===== config.mk =====
export PLATFORM = sky130hd
export DESIGN_NAME = triac_zero_cross_dimmer_top_flat
export DESIGN_NICKNAME = d
export VERILOG_FILES = /design/src/hw/rtl/tzcd_pkg.sv /design/src/hw/rtl/tzcd_if.sv /design/src/hw/rtl/triac_zero_cross_dimmer_top.sv /design/src/flat_wrapper.sv
export SDC_FILE = /design/constraint.sdc
export NUM_CORES = 1
export LEC_CHECK = 0
export BUFFER_PORTS_ARGS = -buffer_cell sky130_fd_sc_hd__buf_2
export CAP_MARGIN = 0
export CORE_ASPECT_RATIO = 0.9
export CORE_MARGIN = 2
export CORE_UTILIZATION = 69
export CTS_CLUSTER_DIAMETER = 60
export CTS_CLUSTER_SIZE = 10
export DETAILED_ROUTE_END_ITERATION = 6
export PLACE_DENSITY = 0.93
export SLEW_MARGIN = 0
export SYNTH_ARGS = -nofsm -noshare
export SYNTH_HDL_FRONTEND = slang
export SYNTH_SLANG_ARGS = --single-unit

===== constraint.sdc =====
create_clock -name clk -period 17.55 [get_ports clk]
set_input_delay 5.265 -clock clk [delete_from_list [all_inputs] [get_ports clk]]
set_output_delay 5.265 -clock clk [all_outputs]
set_load 0.005 [all_outputs]

===== src/hw/rtl/tzcd_pkg.sv =====
`timescale 1ns / 1ps
// ----------------------------------------------------------------------------
// tzcd_pkg: shared types and constants of the triac zero-cross dimmer
// Field widths, configuration register indexes and their reset values.
// ----------------------------------------------------------------------------
package tzcd_pkg;

    localparam int LEVEL_W = 8;
    localparam int TICKS_W = 16;
    localparam int COUNT_W = 20;
    localparam int STROKE_W = 32;
    localparam int ACC_W = 9;
    localparam int CFG_IDX_W = 3;
    localparam int CFG_DATA_W = 20;
    localparam int PROD_W = LEVEL_W + TICKS_W;

    // Configuration register indexes.
    localparam logic [CFG_IDX_W-1:0] CFG_PULSE_SKIP_MODE = 3'd0;
    localparam logic [CFG_IDX_W-1:0] CFG_HALF_CYCLE = 3'd1;
    localparam logic [CFG_IDX_W-1:0] CFG_GLITCH = 3'd2;
    localparam logic [CFG_IDX_W-1:0] CFG_MIN_FIRE = 3'd3;
    localparam logic [CFG_IDX_W-1:0] CFG_MAX_FIRE = 3'd4;
    localparam logic [CFG_IDX_W-1:0] CFG_SYNC_TIMEOUT = 3'd5;
    localparam logic [CFG_IDX_W-1:0] CFG_FULL_ON = 3'd6;
    localparam logic [CFG_IDX_W-1:0] CFG_FULL_OFF = 3'd7;

    // Reset values of the configuration registers.
    localparam logic [TICKS_W-1:0] RST_HALF_CYCLE = 16'd10000;
    localparam logic [TICKS_W-1:0] RST_GLITCH = 16'd4000;
    localparam logic [TICKS_W-1:0] RST_MIN_FIRE = 16'd200;
    localparam logic [TICKS_W-1:0] RST_MAX_FIRE = 16'd9500;
    localparam logic [COUNT_W-1:0] RST_SYNC_TIMEOUT = 20'd100000;
    localparam logic [LEVEL_W-1:0] RST_FULL_ON = 8'd250;
    localparam logic [LEVEL_W-1:0] RST_FULL_OFF = 8'd2;

    localparam logic [COUNT_W-1:0] TICK_SAT = 20'hFFFFF;
    localparam logic [LEVEL_W-1:0] LEVEL_MAX = 8'd255;
    localparam logic [ACC_W-1:0] SKIP_RANGE = 9'd255;

    // Payload that follows a tick down the delay pipeline.
    typedef struct packed {
        logic                 crossing_edge;
        logic [LEVEL_W-1:0]   power_level;
    } tick_t;

endpackage


===== src/hw/rtl/tzcd_if.sv =====
`timescale 1ns / 1ps
// ----------------------------------------------------------------------------
// tzcd_tick_if / tzcd_result_if: valid/ready channels of the dimmer
// One beat is one timebase tick in, or one gate result out.
// ----------------------------------------------------------------------------
interface tzcd_tick_if;
    logic                          valid;
    logic                          ready;
    logic                          crossing_edge;
    logic [tzcd_pkg::LEVEL_W-1:0]  power_level;

    modport source (output valid, output crossing_edge, output power_level, input ready);
    modport sink (input valid, input crossing_edge, input power_level, output ready);
endinterface

interface tzcd_result_if;
    logic                          valid;
    logic                          ready;
    logic                          gate_on;
    logic                          sync_ok;
    logic [tzcd_pkg::STROKE_W-1:0] stroke_count;

    modport source (output valid, output gate_on, output sync_ok, output stroke_count,
                    input ready);
    modport sink (input valid, input gate_on, input sync_ok, input stroke_count,
                  output ready);
endinterface


===== src/hw/rtl/triac_zero_cross_dimmer_top.sv =====
`timescale 1ns / 1ps
// ----------------------------------------------------------------------------
// triac_zero_cross_dimmer_top: phase-angle and pulse-skip triac dimmer
// Tracks mains zero crossings and drives the triac gate one tick at a time.
// ----------------------------------------------------------------------------
// The block takes one tick beat every clock cycle while the result side does
// not stall, and returns one result beat per tick, in order. Each tick passes
// through the firing-delay datapath: an 8 x 16 bit multiply, a divide by
// 255 done as a reciprocal shift-and-add, its one-step correction, and the
// min/max clamp; then comes the state update, which writes the output
// register. Any stall on the result side holds the whole pipeline, and the
// tick side is ready whenever the output register is empty or being taken.
// Configuration registers may only be written while no tick is in flight.
module triac_zero_cross_dimmer_top (
    input  logic                              clk,
    input  logic                              rst_n,
    input  logic                              cfg_wr_en,
    input  logic [tzcd_pkg::CFG_IDX_W-1:0]    cfg_index,
    input  logic [tzcd_pkg::CFG_DATA_W-1:0]   cfg_data,
    tzcd_tick_if.sink                         tick,
    tzcd_result_if.source                     result
);
    import tzcd_pkg::*;

    // Configuration registers.
    logic                 cfg_mode_reg;
    logic [TICKS_W-1:0]   cfg_half_reg;
    logic [TICKS_W-1:0]   cfg_glitch_reg;
    logic [TICKS_W-1:0]   cfg_min_reg;
    logic [TICKS_W-1:0]   cfg_max_reg;
    logic [COUNT_W-1:0]   cfg_timeout_reg;
    logic [LEVEL_W-1:0]   cfg_on_reg;
    logic [LEVEL_W-1:0]   cfg_off_reg;

    // Delay pipeline.
    logic                 en;
    logic                 v1_reg, v2_reg, v3_reg, v4_reg;
    tick_t                s1_reg, s2_reg, s3_reg, s4_reg;
    logic [PROD_W-1:0]    prod1_reg;
    logic [PROD_W-1:0]    prod2_reg;
    logic [TICKS_W:0]     qest2_reg;
    logic [TICKS_W-1:0]   q3_reg;
    logic [TICKS_W-1:0]   d4_reg;

    logic [PROD_W-1:0]    prod_calc;
    logic [PROD_W+15:0]   recip_sum;
    logic [PROD_W:0]      qest_x255;
    logic                 qest_high;
    logic [TICKS_W:0]     q_fix;
    logic [TICKS_W-1:0]   d_clamp;

    // Dimmer state.
    logic [COUNT_W-1:0]   tsc_reg, tsc_next, tsc_inc;
    logic [TICKS_W-1:0]   fire_delay_reg, fire_delay_next, fire_dec;
    logic                 fire_pending_reg, fire_pending_next;
    logic                 gate_reg, gate_next;
    logic [ACC_W-1:0]     skip_acc_reg, skip_acc_next, skip_sum;
    logic                 second_half_reg, second_half_next;
    logic [STROKE_W-1:0]  stroke_cnt_reg, stroke_cnt_next;
    logic                 sync_next;
    logic                 accepted;
    logic                 out_valid_reg;
    logic                 out_sync_reg;

    // ------------------------------------------------------------------
    // Configuration port
    // ------------------------------------------------------------------
    always_ff @(posedge clk or negedge rst_n)
    begin
        if (!rst_n)
        begin
            cfg_mode_reg    <= 1'b0;
            cfg_half_reg    <= RST_HALF_CYCLE;
            cfg_glitch_reg  <= RST_GLITCH;
            cfg_min_reg     <= RST_MIN_FIRE;
            cfg_max_reg     <= RST_MAX_FIRE;
            cfg_timeout_reg <= RST_SYNC_TIMEOUT;
            cfg_on_reg      <= RST_FULL_ON;
            cfg_off_reg     <= RST_FULL_OFF;
        end
        else if (cfg_wr_en)
        begin
            unique case (cfg_index)
                CFG_PULSE_SKIP_MODE: cfg_mode_reg    <= cfg_data[0];
                CFG_HALF_CYCLE:      cfg_half_reg    <= cfg_data[TICKS_W-1:0];
                CFG_GLITCH:          cfg_glitch_reg  <= cfg_data[TICKS_W-1:0];
                CFG_MIN_FIRE:        cfg_min_reg     <= cfg_data[TICKS_W-1:0];
                CFG_MAX_FIRE:        cfg_max_reg     <= cfg_data[TICKS_W-1:0];
                CFG_SYNC_TIMEOUT:    cfg_timeout_reg <= cfg_data[COUNT_W-1:0];
                CFG_FULL_ON:         cfg_on_reg      <= cfg_data[LEVEL_W-1:0];
                CFG_FULL_OFF:        cfg_off_reg     <= cfg_data[LEVEL_W-1:0];
                default:             cfg_mode_reg    <= cfg_mode_reg;
            endcase
        end
    end

    // ------------------------------------------------------------------
    // Firing-delay datapath
    // ------------------------------------------------------------------
    assign en = !out_valid_reg || result.ready;
    assign tick.ready = en;

    assign prod_calc = PROD_W'(LEVEL_MAX - tick.power_level) * PROD_W'(cfg_half_reg);

    // 0x8081 / 2^23 is slightly above 1/255, so the estimate is the true
    // quotient or one more; the following stage takes the excess off.
    assign recip_sum = {prod1_reg, 15'd0} + {8'd0, prod1_reg, 7'd0}
                     + {16'd0, prod1_reg};
    assign qest_x255 = {qest2_reg, 8'd0} - {8'd0, qest2_reg};
    assign qest_high = qest_x255 > {1'b0, prod2_reg};
    assign q_fix = qest2_reg - {{TICKS_W{1'b0}}, qest_high};

    always_comb
    begin
        priority if (q3_reg < cfg_min_reg)
            d_clamp = cfg_min_reg;
        else if (q3_reg > cfg_max_reg)
            d_clamp = cfg_max_reg;
        else
            d_clamp = q3_reg;
    end

    always_ff @(posedge clk or negedge rst_n)
    begin
        if (!rst_n)
        begin
            v1_reg <= 1'b0;
            v2_reg <= 1'b0;
            v3_reg <= 1'b0;
            v4_reg <= 1'b0;
        end
        else if (en)
        begin
            v1_reg <= tick.valid;
            v2_reg <= v1_reg;
            v3_reg <= v2_reg;
            v4_reg <= v3_reg;
        end
    end

    always_ff @(posedge clk)
    begin
        if (en)
        begin
            s1_reg    <= '{crossing_edge: tick.crossing_edge, power_level: tick.power_level};
            prod1_reg <= prod_calc;
            s2_reg    <= s1_reg;
            prod2_reg <= prod1_reg;
            qest2_reg <= recip_sum[PROD_W+15:23];
            s3_reg    <= s2_reg;
            q3_reg    <= q_fix[TICKS_W-1:0];
            s4_reg    <= s3_reg;
            d4_reg    <= d_clamp;
        end
    end

    // ------------------------------------------------------------------
    // Tick state update
    // ------------------------------------------------------------------
    assign tsc_inc = (tsc_reg != TICK_SAT) ? tsc_reg + COUNT_W'(1) : tsc_reg;
    assign accepted = s4_reg.crossing_edge && (tsc_inc >= COUNT_W'(cfg_glitch_reg));
    assign skip_sum = skip_acc_reg + ACC_W'(s4_reg.power_level);
    assign fire_dec = fire_delay_reg - TICKS_W'(1);

    always_comb
    begin
        tsc_next          = accepted ? '0 : tsc_inc;
        fire_delay_next   = fire_delay_reg;
        fire_pending_next = fire_pending_reg;
        gate_next         = gate_reg;
        skip_acc_next     = skip_acc_reg;
        second_half_next  = second_half_reg;
        stroke_cnt_next   = stroke_cnt_reg;

        if (accepted)
        begin
            fire_pending_next = 1'b0;
            fire_delay_next   = '0;
            if (cfg_mode_reg)
            begin
                second_half_next = !second_half_reg;
                // The decision falls on the crossing that closes a full cycle.
                if (second_half_reg)
                begin
                    if (skip_sum >= SKIP_RANGE)
                    begin
                        skip_acc_next   = skip_sum - SKIP_RANGE;
                        gate_next       = 1'b1;
                        stroke_cnt_next = stroke_cnt_reg + STROKE_W'(1);
                    end
                    else
                    begin
                        skip_acc_next = skip_sum;
                        gate_next     = 1'b0;
                    end
                end
            end
            else if (s4_reg.power_level >= cfg_on_reg)
                gate_next = 1'b1;
            else
            begin
                gate_next = 1'b0;
                if (s4_reg.power_level > cfg_off_reg)
                begin
                    if (d4_reg == '0)
                        gate_next = 1'b1;
                    else
                    begin
                        fire_delay_next   = d4_reg;
                        fire_pending_next = 1'b1;
                    end
                end
            end
        end
        else if (fire_pending_reg)
        begin
            fire_delay_next = fire_dec;
            if (fire_dec == '0)
            begin
                fire_pending_next = 1'b0;
                gate_next         = 1'b1;
            end
        end

        sync_next = tsc_next < cfg_timeout_reg;
        // Without sync the gate simply follows the requested level.
        if (!sync_next)
            gate_next = s4_reg.power_level > cfg_off_reg;
    end

    always_ff @(posedge clk or negedge rst_n)
    begin
        if (!rst_n)
        begin
            tsc_reg          <= '0;
            fire_delay_reg   <= '0;
            fire_pending_reg <= 1'b0;
            gate_reg         <= 1'b0;
            skip_acc_reg     <= '0;
            second_half_reg  <= 1'b0;
            stroke_cnt_reg   <= '0;
            out_valid_reg    <= 1'b0;
            out_sync_reg     <= 1'b0;
        end
        else if (en)
        begin
            out_valid_reg <= v4_reg;
            if (v4_reg)
            begin
                tsc_reg          <= tsc_next;
                fire_delay_reg   <= fire_delay_next;
                fire_pending_reg <= fire_pending_next;
                gate_reg         <= gate_next;
                skip_acc_reg     <= skip_acc_next;
                second_half_reg  <= second_half_next;
                stroke_cnt_reg   <= stroke_cnt_next;
                out_sync_reg     <= sync_next;
            end
        end
    end

    assign result.valid        = out_valid_reg;
    assign result.gate_on      = gate_reg;
    assign result.sync_ok      = out_sync_reg;
    assign result.stroke_count = stroke_cnt_reg;

    // ------------------------------------------------------------------
    // Assertions
    // ------------------------------------------------------------------
    a_pending_nonzero: assert property (@(posedge clk) disable iff (!rst_n)
        fire_pending_reg |-> (fire_delay_reg != '0))
        else $error("fire pending with a zero delay count");

    a_acc_range: assert property (@(posedge clk) disable iff (!rst_n)
        skip_acc_reg < SKIP_RANGE)
        else $error("pulse-skip accumulator out of range");

    a_stroke_step: assert property (@(posedge clk) disable iff (!rst_n)
        1'b1 |=> (stroke_cnt_reg == $past(stroke_cnt_reg)
                  || stroke_cnt_reg == $past(stroke_cnt_reg) + STROKE_W'(1)))
        else $error("stroke counter moved by more than one");

    a_stroke_phase: assert property (@(posedge clk) disable iff (!rst_n)
        !cfg_mode_reg |=> $stable(stroke_cnt_reg))
        else $error("stroke counter advanced in phase-angle mode");

    a_nosync_gate: assert property (@(posedge clk) disable iff (!rst_n)
        (en && v4_reg && !sync_next) |=> (gate_reg == $past(s4_reg.power_level > cfg_off_reg)))
        else $error("gate does not follow level while sync is lost");

endmodule

===== src/flat_wrapper.sv =====
// flat-port wrapper written by rule: the top's interface ports become plain ports
module triac_zero_cross_dimmer_top_flat import tzcd_pkg::*;
  (clk, rst_n, cfg_wr_en, cfg_index, cfg_data, tick_valid, tick_crossing_edge, tick_power_level, tick_ready, result_valid, result_gate_on, result_sync_ok, result_stroke_count, result_ready);
  tzcd_tick_if tick_i ();
  tzcd_result_if result_i ();
  input  logic clk;
  input  logic rst_n;
  input  logic cfg_wr_en;
  input  logic [tzcd_pkg::CFG_IDX_W-1:0] cfg_index;
  input  logic [tzcd_pkg::CFG_DATA_W-1:0] cfg_data;
  input wire logic [$bits(tick_i.valid)-1:0] tick_valid;
  input wire logic [$bits(tick_i.crossing_edge)-1:0] tick_crossing_edge;
  input wire logic [$bits(tick_i.power_level)-1:0] tick_power_level;
  output wire logic [$bits(tick_i.ready)-1:0] tick_ready;
  output wire logic [$bits(result_i.valid)-1:0] result_valid;
  output wire logic [$bits(result_i.gate_on)-1:0] result_gate_on;
  output wire logic [$bits(result_i.sync_ok)-1:0] result_sync_ok;
  output wire logic [$bits(result_i.stroke_count)-1:0] result_stroke_count;
  input wire logic [$bits(result_i.ready)-1:0] result_ready;
  assign tick_i.valid = tick_valid;
  assign tick_i.crossing_edge = tick_crossing_edge;
  assign tick_i.power_level = tick_power_level;
  assign tick_ready = tick_i.ready;
  assign result_valid = result_i.valid;
  assign result_gate_on = result_i.gate_on;
  assign result_sync_ok = result_i.sync_ok;
  assign result_stroke_count = result_i.stroke_count;
  assign result_i.ready = result_ready;
  triac_zero_cross_dimmer_top u_core (.clk(clk), .rst_n(rst_n), .cfg_wr_en(cfg_wr_en), .cfg_index(cfg_index), .cfg_data(cfg_data), .tick(tick_i), .result(result_i));
endmodule

Yosys cells after proc, flatten, opt, wreduce, memory -nomap -nowiden
Index checks and enable logic that the tools add are counted.

cells by class
  $add $sub $neg = 10
  multiply operators = 1
  div/mod/pow operators = 0
  $lt $le $gt $ge = 8
  equal/unequal tests = 11
  shifts and indexed selects = 0
  mux-type cells = 28
  bitwise logic cells = 0
  reduce and logical (&&, ||, !) cells = 22

operators by type and width
  cell                                                  count
  two-way mux 16 bit                                    8
  adder 39 x 31 -> 40 bit                               1
  adder 40 x 24 -> 40 bit                               1
  two-way mux 20 bit                                    2
  adder 32 x 1 -> 32 bit (second input constant)        1
  logical NOT 16 bit                                    2
  greater-than comparator 25 x 24 -> 1 bit              1
  subtractor 25 x 17 -> 25 bit                          1
  multiplier 24 x 16 -> 24 bit                          1
  adder 20 x 1 -> 20 bit (second input constant)        1
  >= comparator 20 x 16 -> 1 bit                        1
  less-than comparator 20 bit                           1
  inequality test 20 bit (second input constant)        1
  AND reduction 2 bit                                   9
  two-way mux 1 bit                                     17
  greater-than comparator 16 bit                        1
  less-than comparator 16 bit                           1
  subtractor 16 x 1 -> 16 bit                           1
  subtractor 16 x 1 -> 16 bit (second input constant)   1
  equality test 3 bit (second input constant)           4
  AND reduction 5 bit                                   2
  adder 9 x 8 -> 9 bit                                  1
  >= comparator 9 x 8 -> 1 bit (second input constant)  1
  two-way mux 9 bit                                     1
  other kinds (17)                                      19

storage, ports and cells
  register bits after elaboration = 320
  bits in latches = 0
  bits in writable memories = 0
  ROM bits = 0
  bits of input ports = 37
  output and inout port bits = 36
  word-level logic and storage cells = 114
  memories kept = 0

Longest topological paths before layout
Gate-level depths: netlist of the first run.

  depth in word-level cells = 8
  mapped depth = 27

Least setup slack after synthesis of the first run
No wires, ideal clock.

  path type = input -> output
  from = input result_ready
  to = output tick_ready
  data arrival time = 9.177 ns
  required time = 12.285 ns
  slack = 3.108 ns
  cell stages on the path = 2
  buffers on the path = 1
  cell sequence = nand2b_1 -> clkbuf_1

on the way
  longest elaborated chain between the ends = 1

RTL lines
  item              RTL line                            text
  start, declared   flat_wrapper.sv:19                  input wire logic [$bits(result_i.ready)-1:0] result_ready;
  logical OR 1 bit  triac_zero_cross_dimmer_top.sv:100  assign en = !out_valid_reg || result.ready;
  end, declared     flat_wrapper.sv:14                  output wire logic [$bits(tick_i.ready)-1:0] tick_ready;

No other way between the ends.

Worst setup path in the final report of the first run
Ends and elaborated chain as after synthesis.

==> results of run 1 <==
[layer usage]
metal | vias up | routed length [um] | track usage, %
li1 | 7621 | - | -
met1 | 8150 | 21400 | 40.3
met2 | 737 | 26200 | 55.1
met3 | 174 | 3650 | 4.39
met4 | 0 | 2510 | 15.7
met5 | - | 0 | 0
[Yosys cell counts, drive strengths merged (10+ instances only)]
master,n,area [sq um]
a211oi,14,110
buf,20,128
nand2,130,490
mux2,83,935
xor2,35,307
dfrtp,154,3850
a21o,34,255
nor3,45,246
clkbuf,31,116
nor4,15,124
xnor2,98,858
inv,244,916
fa,92,1840
nand3,40,215
edfxtp,133,3990
ha,265,3320
nor2,82,310
o211ai,10,80.1
nand4,34,219
nor2b,73,457
o21a,20,150
a21oi,75,379
dfstp,33,867
and3,13,81.3
o21ai,133,669
mux2i,32,320
and2,28,175
nand2b,81,507
[path summary, 6_finish.rpt]
check                             startpoint                             to  slack [ns]  cells after the start
setup / recovery                result_ready                     tick_ready        6.62                      3
hold / removal              u_core.s3_reg[6]               u_core.s4_reg[6]        0.41                      0
setup reg to reg           u_core.tsc_reg[8]          u_core.result.gate_on       11.23                     23
hold reg to reg             u_core.s3_reg[6]               u_core.s4_reg[6]        0.41                      0
max in group asynchronous              rst_n     u_core.cfg_timeout_reg[13]       11.41                      2
min in group asynchronous              rst_n  u_core.result.stroke_count[8]        4.84                      1
[through the flow]
step	setup WS, ns	std cells
detailed placement	6.39	2607
global route	6.58	2674
floorplan	3.11	2154
finish	6.62	2675
global placement	6.61	2607
CTS	6.60	2674
[area by class of cell]
class | instances | share of cell area, %
antenna | 1 | 0.0101
sequential | 320 | 35.3
multi-input combinational | 1539 | 52.4
inverter | 244 | 3.71
clock inverter | 4 | 0.187
timing repair buffer | 82 | 1.80
tap | 422 | 2.14
clock buffer | 63 | 4.44
[cell families after synthesis]
family | count (synthesis) | synth area share [%]
fa+ha+maj | 357 | 22.6
mux | 115 | 5.50
compound gates | 348 | 9.53
flops | 320 | 38.2
simple gates | 586 | 13.9
xor+xnor | 133 | 5.11
buf+inv | 295 | 5.09
[report_power, final]
part / switching, mW / internal (mW) / leakage, nW
logic: 1.64 / 1.25 / 7.39
clock network: 0.307 / 0.429 / 0.549
registers: 0.236 / 1.15 / 3.68
==> results by group, run 1 <==
Logic synthesis
  • Synthesized instance count: 2154
  • Mapped Area: 0.0228 sq mm
  • Post-synth ARST share: 58.4%
  • Most used DFF post-synth: dfrtp_1
  • Post-Syn Area per Cell: 10.6 sq um
  • Synth unique cells: 77
  • Sequential element share of the synthesized area: 38.2%
  • Number of flops mapped to enable cells by yosys: 133
  • Syn Nets: 2548
  • Warnings from Yosys: 0
  • Flop and latch count out of synthesis: 320

Setup path
  • WP data required: 12.28 ns
  • CP Max Fanout: 4
  • Worst EP arrival: 5.67 ns
  • Crit path largest cell delay: 0.15 ns
  • CP Capture Type: primary output
  • Critical Setup Path Class: in2out
  • Type of origin of the critical path: input port
  • Top delay family on crit path: buffers and inverters
  • Worst Path Buf+Inv: 2
  • CP Cell Sequence: buf_2, nand2b_4, buf_2
  • Slowest library cell on the worst path: nand2b_4
  • Most Frequent Cell on Critical Path: buf_2

Timing
  • Fin Setup TNS: 0 ns
  • RSZ-0062 raised after global routing: false
  • Fmax: 91.5 MHz
  • Final setup violation count: 0
  • Max-slew violation count: 0
  • Worst hold margin: 0.411 ns
  • Worst Max-Slew Pin Slew: 1.19 ns
  • Hold Vio Cnt, Final: 0
  • Fin crit share: 62.3%
  • Min Clock Period, post-route: 10.93 ns
  • Slew HR: 20.4%
  • Max Clock Skew: 0.0220 ns

Placed design
  • Port buffer count: 72
  • Area after DPL: 0.0236 sq mm
  • Routability cong.: 0.910
  • Final HPWL DP: 39000 um

Power
  • PwrDens: 203 mW/mm^2
  • Leak pwr: 11.6 nW
  • Max VDD drop: 0.204 mV
  • Total power: 5.01 mW

Clock tree
  • Clk buf depth: 3
  • Hold buffer count at CTS: 0
  • Latest clock arrival within the worst-skew pair: 0.54 ns
  • CTS H-tree lvls: 2
  • Clk root buf: clkbuf_16
  • CTS Sinks: 320
  • Clock slew at reported path FFs: 0.06 ns
  • Cts bufs inserted: 39
  • Resized cells post-CTS: 0
  • CTS tree: built
  • Post-CTS setup buffers: 0

Die
  • Die width: 196 um
  • IO Count: 73
  • Die Y: 176 um
  • Total die area: 0.0345 sq mm
  • Std cell rows: 63
  • Initial core utilization: 69.7%
  • Core Region: 0.0327 sq mm

Job
  • Maxcap violations: 0

Final layout
  • Max FFs per register: 32
  • Area grow syn2layout: 8.33%
  • Register area: 0.00871 sq mm
  • Most common cell after layout, fill and taps aside: ha_1
  • Finished Core Util: 75.5%
  • Fin nets: 2620
  • Filler Cells Inserted: 2013
  • Commonest cells after routing, fill and taps aside: ha_1 (265), inv_1 (244), dfrtp_1 (154)
  • Multi-input gate area: 0.0130 sq mm
  • Fin area: 0.0247 sq mm
  • Layout cells sized above 1: 12.1%

Detailed routing
  • DR iter-0 viols: 1230
  • DR vias/cell: 6.24
  • Total vias in the final route: 16682
  • Drt drc: 0
  • Final ANT Viol Nets: 0
  • Drt total wl: 53700 um
  • First-pass DRT Iterations: 6
  • WL/cell: 20.1 um

Global route
  • First-pass GRT wire length: 87900 um
  • All-layer global routing usage: 32.1%
  • Number of global-route vias before repair: 17360
  • Largest net degree at the start of global routing: 132
  • Grt ovf: 0
  • Initial antenna violation count: 0

Worst hold path
  • Worst hold path type: reg2reg

Status
  • Status: finished clean
Note: power is estimated with default switching activity, not from simulation.
==> run 2, diff against run 1 <==
--- a/config.mk
+++ b/config.mk
@@ -9,11 +9,11 @@
 export CAP_MARGIN = 0
 export CORE_ASPECT_RATIO = 0.9
 export CORE_MARGIN = 2
-export CORE_UTILIZATION = 69
+export CORE_UTILIZATION = 64
 export CTS_CLUSTER_DIAMETER = 60
 export CTS_CLUSTER_SIZE = 10
 export DETAILED_ROUTE_END_ITERATION = 6
-export PLACE_DENSITY = 0.93
+export PLACE_DENSITY = 0.88
 export SLEW_MARGIN = 0
 export SYNTH_ARGS = -nofsm -noshare
 export SYNTH_HDL_FRONTEND = slang
==> constraint.sdc (replaced) <==
create_clock -name clk -period 11.13 [get_ports clk]
set_input_delay 3.339 -clock clk [delete_from_list [all_inputs] [get_ports clk]]
set_output_delay 3.339 -clock clk [all_outputs]
set_load 0.005 [all_outputs]
==> run 2 against run 1 <==
  * Non-clock buffer count is 1 higher
  * Register-to-register slack worse by 6.8 ns
  * Flip-flop and latch count stayed put
  * Clock skew is 0.013 ns higher
  * Sequential share of layout area is 0.18 points lower
  * Power is 58% higher
  * Global-route usage is 2.5 points lower
  * Combinational power is 57% higher
  * Utilization is 4.7 points lower
  * Sequential power is 58% higher
  * Critical path type is now in2reg
  * Largest power group unchanged
  * Highest routed layer unchanged
==> results by group, run 2 (synthesis gave the netlist of run 1 again) <==
Detailed routing
  • DR iter-0 viols: 1247 (was 1230)
  • DR vias/cell: 6.01 (was 6.24)
  • Final ANT Viol Nets: 0 (unchanged)
  • First-pass DRT Iterations: 7 (was 6)
  • WL/cell: 19.6 um (was 20.1 um)
  • Drt drc: 0 (unchanged)
  • Drt total wl: 53400 um (was 53700 um)
  • Total vias in the final route: 16401 (was 16682)

Setup path
  • R2r setup slk: 4.46 ns (was 11.23 ns)
  • Type of origin of the critical path: input port (unchanged)
  • CP Max Fanout: 17 (was 4)
  • WP data required: 11.41 ns (was 12.28 ns)
  • Worst Reg2Reg Path Length in Cells: 23 (unchanged)
  • Critical Setup Path Class: in2reg (was in2out)
  • Critical R2R Capture: u_core.result.gate_on (unchanged)
  • RR Startpoint: u_core.tsc_reg[8] (unchanged)
  • CP Capture Type: register (was primary output)
  • Worst EP arrival: 8.85 ns (was 5.67 ns)

Final layout
  • Fin nets: 2621 (was 2620)
  • Fin area: 0.0248 sq mm (was 0.0247 sq mm)
  • Commonest cells after routing, fill and taps aside: ha_1 (265), inv_1 (244), dfrtp_1 (154) (unchanged)
  • Area grow syn2layout: 8.89% (was 8.33%)
  • Layout cells sized above 1: 12.3% (was 12.1%)
  • Most common cell after layout, fill and taps aside: ha_1 (unchanged)
  • Max FFs per register: 32 (unchanged)
  • Antenna cells: 0 (was 1)

Power
  • NetSw: 3.45 mW (was 2.19 mW)
  • Net Sw Frac: 43.5% (was 43.6%)
  • Sequential Power Share: 27.6% (about the same)
  • Leak pwr: 11.6 nW (about the same)
  • Clk network pwr share: 15.0% (was 14.7%)
  • PwrDens: 319 mW/mm^2 (was 203 mW/mm^2)
  • Combinational share of power: 57.4% (was 57.7%)
  • Max VDD drop: 0.403 mV (was 0.204 mV)
  • P_int: 4.48 mW (was 2.83 mW)

Worst hold path
  • Hold wc startpoint: u_core.s1_reg[0] (was u_core.s3_reg[6])
  • Hold endpoint: u_core.s2_reg[0] (was u_core.s4_reg[6])
  • Worst hold path cell count: 0 (unchanged)
  • Worst hold path type: reg2reg (unchanged)

Timing
  • Fmax: 117 MHz
  • Worst Max-Slew Pin Slew: 1.24 ns (was 1.19 ns)
  • Max Clock Skew: 0.0353 ns (was 0.0220 ns)
  • Max-slew violation count: 0 (unchanged)
  • RSZ-0062 raised after global routing: false (unchanged)
  • Slew HR: 17.2% (was 20.4%)
  • Fin crit share: 77.0%
  • Min Clock Period, post-route: 8.57 ns
  • Final setup violation count: 0 (unchanged)
  • Fin Setup TNS: 0 ns (unchanged)
  • Hold Vio Cnt, Final: 0 (unchanged)

Die
  • Die width: 203 um (was 196 um)
  • Die Y: 183 um (was 176 um)
  • Std cell rows: 65 (was 63)
  • Initial core utilization: 65.1% (was 69.7%)
  • IO Count: 73 (unchanged)
  • Core Region: 0.0351 sq mm (was 0.0327 sq mm)
  • Total die area: 0.0372 sq mm (was 0.0345 sq mm)

Global route
  • Largest net degree at the start of global routing: 117 (was 132)
  • Initial antenna violation count: 0 (unchanged)
  • Grt ovf: 0 (unchanged)
  • All-layer global routing usage: 29.5% (was 32.1%)
  • First-pass GRT wire length: 87400 um (was 87900 um)
  • Number of global-route vias before repair: 17009 (was 17360)

Clock tree
  • Cts bufs inserted: 39 (unchanged)
  • Resized cells post-CTS: 0 (unchanged)
  • Post-CTS setup buffers: 0 (unchanged)
  • Clk buf depth: 3 (unchanged)
  • Latest clock arrival within the worst-skew pair: 0.57 ns (was 0.54 ns)
  • Clock slew at reported path FFs: 0.06 ns (about the same)
  • Clk root buf: clkbuf_16 (unchanged)
  • CTS H-tree lvls: 2 (unchanged)
  • Hold buffer count at CTS: 0 (unchanged)
  • CTS Sinks: 320 (unchanged)
  • CTS tree: built (unchanged)

Placed design
  • Final HPWL DP: 39100 um (was 39000 um)
  • Port buffer count: 72 (unchanged)
  • Area after DPL: 0.0236 sq mm (about the same)
  • Routability cong.: 0.912 (was 0.910)

Job
  • Maxcap violations: 0 (unchanged)

Status
  • Status: finished clean (unchanged)
-- run 2: cell count changes in the layout (fill, tap and decap cells not counted) --
cell / before / now
clkinv_2: 0 / 2
clkinv_4: 1 / 0
buf_4: 10 / 11
clkinv_16: 0 / 2
diode_2: 1 / 0
clkbuf_16: 40 / 39
clkbuf_1: 22 / 24
clkbuf_8: 2 / 4
inv_6: 2 / 1
-- run 2: worst max path at each step --
stage	from	endpoint	slack, ns	depth (start not counted)
after detailed placement	tick_power_level[4]	u_core.prod1_reg[22]	2.12	20
after CTS	tick_power_level[4]	u_core.prod1_reg[20]	2.61	20
after global routing	tick_power_level[4]	u_core.prod1_reg[20]	2.27	20
after global placement	tick_power_level[4]	u_core.prod1_reg[22]	2.24	20
after floorplan	result_ready	tick_ready	0.54	2
final	tick_power_level[4]	u_core.prod1_reg[22]	2.56	20
-- run 2: stage by stage --
step	power (mW)	setup slack, ns	std cells	hold slack [ns]	util (%)
3_3_place_gp	6.32	2.24	2655	0.402	67.4
4_1_cts	7.91	2.61	2727	0.398	70.8
6_report	7.93	2.56	2727	0.399	70.8
2_1_floorplan	5.41	0.540	2154	0.400	-
3_5_place_dp	6.59	2.12	2655	0.405	67.4
5_1_grt	8.56	2.27	2727	0.400	70.8
-- run 2: area by class of cell --
type                    instances  area [sq um]
repair buffers                 83           452
clock buffers                  66          1110
fillers                      2359         10200
flip-flops and latches        320          8710
clock inverters                 6          98.8
multi-input cells            1539         13000
inverters                     244           916
well taps                     469           587
-- run 2: worst max-delay path, stage by stage --
cell	delay, ns
buf_2	0.21
nand2b_1	0.21
fa_1	0.54
inv_1	0.05
fa_1	0.43
fa_1	0.49
inv_1	0.05
fa_1	0.46
fa_1	0.54
inv_1	0.05
fa_1	0.47
ha_1	0.38
and3_1	0.20
a21oi_1	0.19
a31o_2	0.24
o21ai_0	0.19
o31ai_1	0.37
o21ai_0	0.15
a21oi_1	0.18
xnor2_1	0.09
-- run 2: power by group through the flow --
stage	Sequential, mW	Combinational, mW	Clock [mW]
floorplan	2.02	3.39	0
global placement	2.17	4.15	0
detailed placement	2.19	4.40	0
CTS	2.17	4.53	1.21
global route	2.22	5.09	1.25
finish	2.19	4.55	1.19
-- run 2: per-layer routing --
| layer | share of wire (%) | wire, um | track usage, % |
|---|---|---|---|
| met1 | 40 | 21400 | 36.9 |
| met2 | 49 | 26300 | 50.9 |
| met5 | 0 | 0 | 0 |
| met4 | 4.3 | 2300 | 13.3 |
| met3 | 6.3 | 3340 | 4.62 |
==> run 3, diff against run 2 <==
--- a/config.mk
+++ b/config.mk
@@ -9,11 +9,11 @@
 export CAP_MARGIN = 0
 export CORE_ASPECT_RATIO = 0.9
 export CORE_MARGIN = 2
-export CORE_UTILIZATION = 64
+export CORE_UTILIZATION = 58
 export CTS_CLUSTER_DIAMETER = 60
 export CTS_CLUSTER_SIZE = 10
 export DETAILED_ROUTE_END_ITERATION = 6
-export PLACE_DENSITY = 0.88
+export PLACE_DENSITY = 0.84
 export SLEW_MARGIN = 0
 export SYNTH_ARGS = -nofsm -noshare
 export SYNTH_HDL_FRONTEND = slang
==> constraint.sdc (replaced) <==
create_clock -name clk -period 7.33 [get_ports clk]
set_input_delay 2.199 -clock clk [delete_from_list [all_inputs] [get_ports clk]]
set_output_delay 2.199 -clock clk [all_outputs]
set_load 0.005 [all_outputs]
==> run 3 against run 2 <==
  * Setup slack got worse by 2.3 ns
  * Via count increased by 1.8%
  * Count of clock-buffer cells in the layout is 1 lower
  * Utilization is 5.3 points lower
  * Die area up 10%
  * Highest routed layer is now met5
  * Largest power group unchanged
  * Largest cell class unchanged
  * Sequential power is 51% higher
==> results by group, run 3 (synthesis gave the netlist of run 1 again) <==
Die
  • Std cell rows: 68 (was 65)
  • Core Region: 0.0385 sq mm (was 0.0351 sq mm)
  • IO Count: 73 (unchanged)
  • Total die area: 0.0409 sq mm (was 0.0372 sq mm)
  • Initial core utilization: 59.2% (was 65.1%)
  • Die Y: 192 um (was 183 um)
  • Die width: 213 um (was 203 um)

Global route
  • First-pass GRT wire length: 88500 um (was 87400 um)
  • Largest net degree at the start of global routing: 91 (was 117)
  • Initial antenna violation count: 1 (was 0)
  • Number of global-route vias before repair: 17003 (was 17009)
  • Grt ovf: 0 (unchanged)
  • All-layer global routing usage: 27.5% (was 29.5%)

Final layout
  • Fin nets: 2666 (was 2621)
  • Register area: 0.00871 sq mm (unchanged)
  • Filler Cells Inserted: 2881 (was 2359)
  • Max FFs per register: 32 (unchanged)
  • Layout cells sized above 1: 14.2% (was 12.3%)
  • Multi-input gate area: 0.0130 sq mm (about the same)
  • Antenna cells: 0 (unchanged)
  • Fin area: 0.0253 sq mm (was 0.0248 sq mm)
  • Most common cell after layout, fill and taps aside: ha_1 (unchanged)
  • Commonest cells after routing, fill and taps aside: ha_1 (263), inv_1 (244), dfrtp_1 (154) (was ha_1 (265), inv_1 (244), dfrtp_1 (154))
  • Area grow syn2layout: 10.8% (was 8.89%)

Setup path
  • RR Startpoint: u_core.tsc_reg[8] (unchanged)
  • Top delay family on crit path: adder cells (unchanged)
  • Worst EP arrival: 7.38 ns (was 8.85 ns)
  • Worst Path Buf+Inv: 7 (was 4)
  • Critical Setup Path Class: in2reg (unchanged)
  • CP Cell Sequence: buf_2, buf_4, nand2b_1, fa_1, fa_1, inv_1, ha_1, inv_1, fa_1, inv_1, ha_1, inv_1, fa_1, inv_1, ha_1, or3_1, o211ai_1, a31o_2, o21ai_0, o31ai_2, nand2b_1, a21oi_1, xnor2_1 (was buf_2, nand2b_1, fa_1, inv_1, fa_1, fa_1, inv_1, fa_1, fa_1, inv_1, fa_1, ha_1, and3_1, a21oi_1, a31o_2, o21ai_0, o31ai_1, o21ai_0, a21oi_1, xnor2_1)
  • Most Frequent Cell on Critical Path: inv_1 (was fa_1)
  • CP Capture Type: register (unchanged)
  • Slowest library cell on the worst path: fa_1 (unchanged)
  • Type of origin of the critical path: input port (unchanged)
  • WP data required: 7.61 ns (was 11.41 ns)
  • R2r setup slk: 0.75 ns (was 4.46 ns)
  • CP Max Fanout: 11 (was 17)
  • Crit path largest cell delay: 0.56 ns (was 0.54 ns)
  • Worst Setup SP: tick_power_level[4] (unchanged)

Worst hold path
  • Worst hold path type: reg2reg (unchanged)
  • Hold wc startpoint: u_core.s2_reg[1] (was u_core.s1_reg[0])

Timing
  • Min Clock Period, post-route: 7.11 ns
  • Hold Vio Cnt, Final: 0 (unchanged)
  • Max Clock Skew: 0.0411 ns (was 0.0353 ns)
  • Slew HR: 22.0% (was 17.2%)
  • Fin crit share: 96.9%
  • RSZ-0062 raised after global routing: true (was false)
  • Final setup violation count: 0 (unchanged)
  • Worst Max-Slew Pin Slew: 1.16 ns (was 1.24 ns)
  • Fin Setup TNS: 0 ns (unchanged)
  • Max-slew violation count: 0 (unchanged)
  • Fmax: 141 MHz

Clock tree
  • Post-CTS setup buffers: 0 (unchanged)
  • Clock slew at reported path FFs: 0.05 ns (was 0.06 ns)
  • CTS tree: built (unchanged)
  • Hold buffer count at CTS: 0 (unchanged)
  • Clk root buf: clkbuf_16 (unchanged)
  • CTS Sinks: 320 (unchanged)
  • Latest clock arrival within the worst-skew pair: 0.57 ns (about the same)
  • Clk buf depth: 3 (unchanged)
  • Cts bufs inserted: 40 (was 39)
  • CTS H-tree lvls: 2 (unchanged)

Power
  • Max VDD drop: 0.952 mV (was 0.403 mV)
  • Leak pwr: 11.9 nW (was 11.6 nW)
  • PwrDens: 499 mW/mm^2 (was 319 mW/mm^2)

Placed design
  • Area after DPL: 0.0241 sq mm (was 0.0236 sq mm)
  • Final HPWL DP: 40600 um (was 39100 um)
  • Routability cong.: 0.928 (was 0.912)
  • Port buffer count: 72 (unchanged)

Detailed routing
  • First-pass DRT Iterations: 6 (was 7)
  • Total vias in the final route: 16693 (was 16401)
  • DR vias/cell: 5.90 (was 6.01)
  • Final ANT Viol Nets: 0 (unchanged)
  • DR iter-0 viols: 1549 (was 1247)
  • Drt drc: 0 (unchanged)
  • WL/cell: 19.3 um (was 19.6 um)
  • Drt total wl: 54500 um (was 53400 um)

Status
  • Status: finished clean (unchanged)

Job
  • Maxcap violations: 0 (unchanged)
## run 3: cell types whose count changed in the layout (fill, tap and decap cells not counted), moves of 2 or more
cell	delta
buf_4	+43
clkbuf_8	-2
clkinv_16	-2
clkinv_2	-2
ha_1	-2
ha_4	+2
inv_6	+2
o21ai_0	-3
o21ai_1	+4
## run 3: metal layers
| layer | vias to the layer above | global-route usage (%) | share of wire, % |
|---|---|---|---|
| li1 | 7739 | - | - |
| met5 | - | 0 | 0.013 |
| met4 | 2 | 10.4 | 3.7 |
| met2 | 626 | 46.7 | 49 |
| met3 | 149 | 3.84 | 6.3 |
| met1 | 8177 | 35.9 | 41 |
## run 3: path summary, 6_finish.rpt
kind	end	depth (start not counted)
setup / recovery	u_core.prod1_reg[20]	23
hold reg to reg	u_core.s3_reg[1]	0
setup reg to reg	u_core.result.gate_on	24
min in group asynchronous	u_core.result.stroke_count[26]	1
max in group asynchronous	u_core.cfg_max_reg[11]	2
hold / removal	u_core.s3_reg[1]	0
## run 3: final cells by class
cell class / instances / share of cell area, %
clock buffer: 65 / 4.41
inverter: 244 / 3.63
timing repair buffer: 127 / 3.13
multi-input combinational: 1539 / 51.4
clock inverter: 7 / 0.302
sequential: 320 / 34.5
tap: 525 / 2.60
## run 3: repair_timing
action,in CTS,in global routing
setup endpoints to repair,0,3
hold endpoints to repair,0,0
gates resized for setup,0,3
## run 3: through the flow
stage | setup WS (ns) | cells | util (%) | power, mW | hold slack [ns]
3_3_place_gp | -0.131 | 2755 | 62.4 | 10.2 | 0.402
4_1_cts | 0.154 | 2827 | 65.5 | 12.6 | 0.388
5_1_grt | -0.000666 | 2827 | 65.5 | 13.6 | 0.416
2_1_floorplan | -0.00629 | 2154 | - | 8.31 | 0.400
3_5_place_dp | -0.321 | 2755 | 62.4 | 10.6 | 0.405
6_report | 0.224 | 2827 | 65.5 | 12.6 | 0.390
## run 3: power breakdown
group / internal [mW] / switching (mW) / total, mW
combinational: 3.44 / 4.03 / 7.47
clock: 1.05 / 0.769 / 1.82
sequential: 2.75 / 0.561 / 3.31
total: 7.24 / 5.36 / 12.6
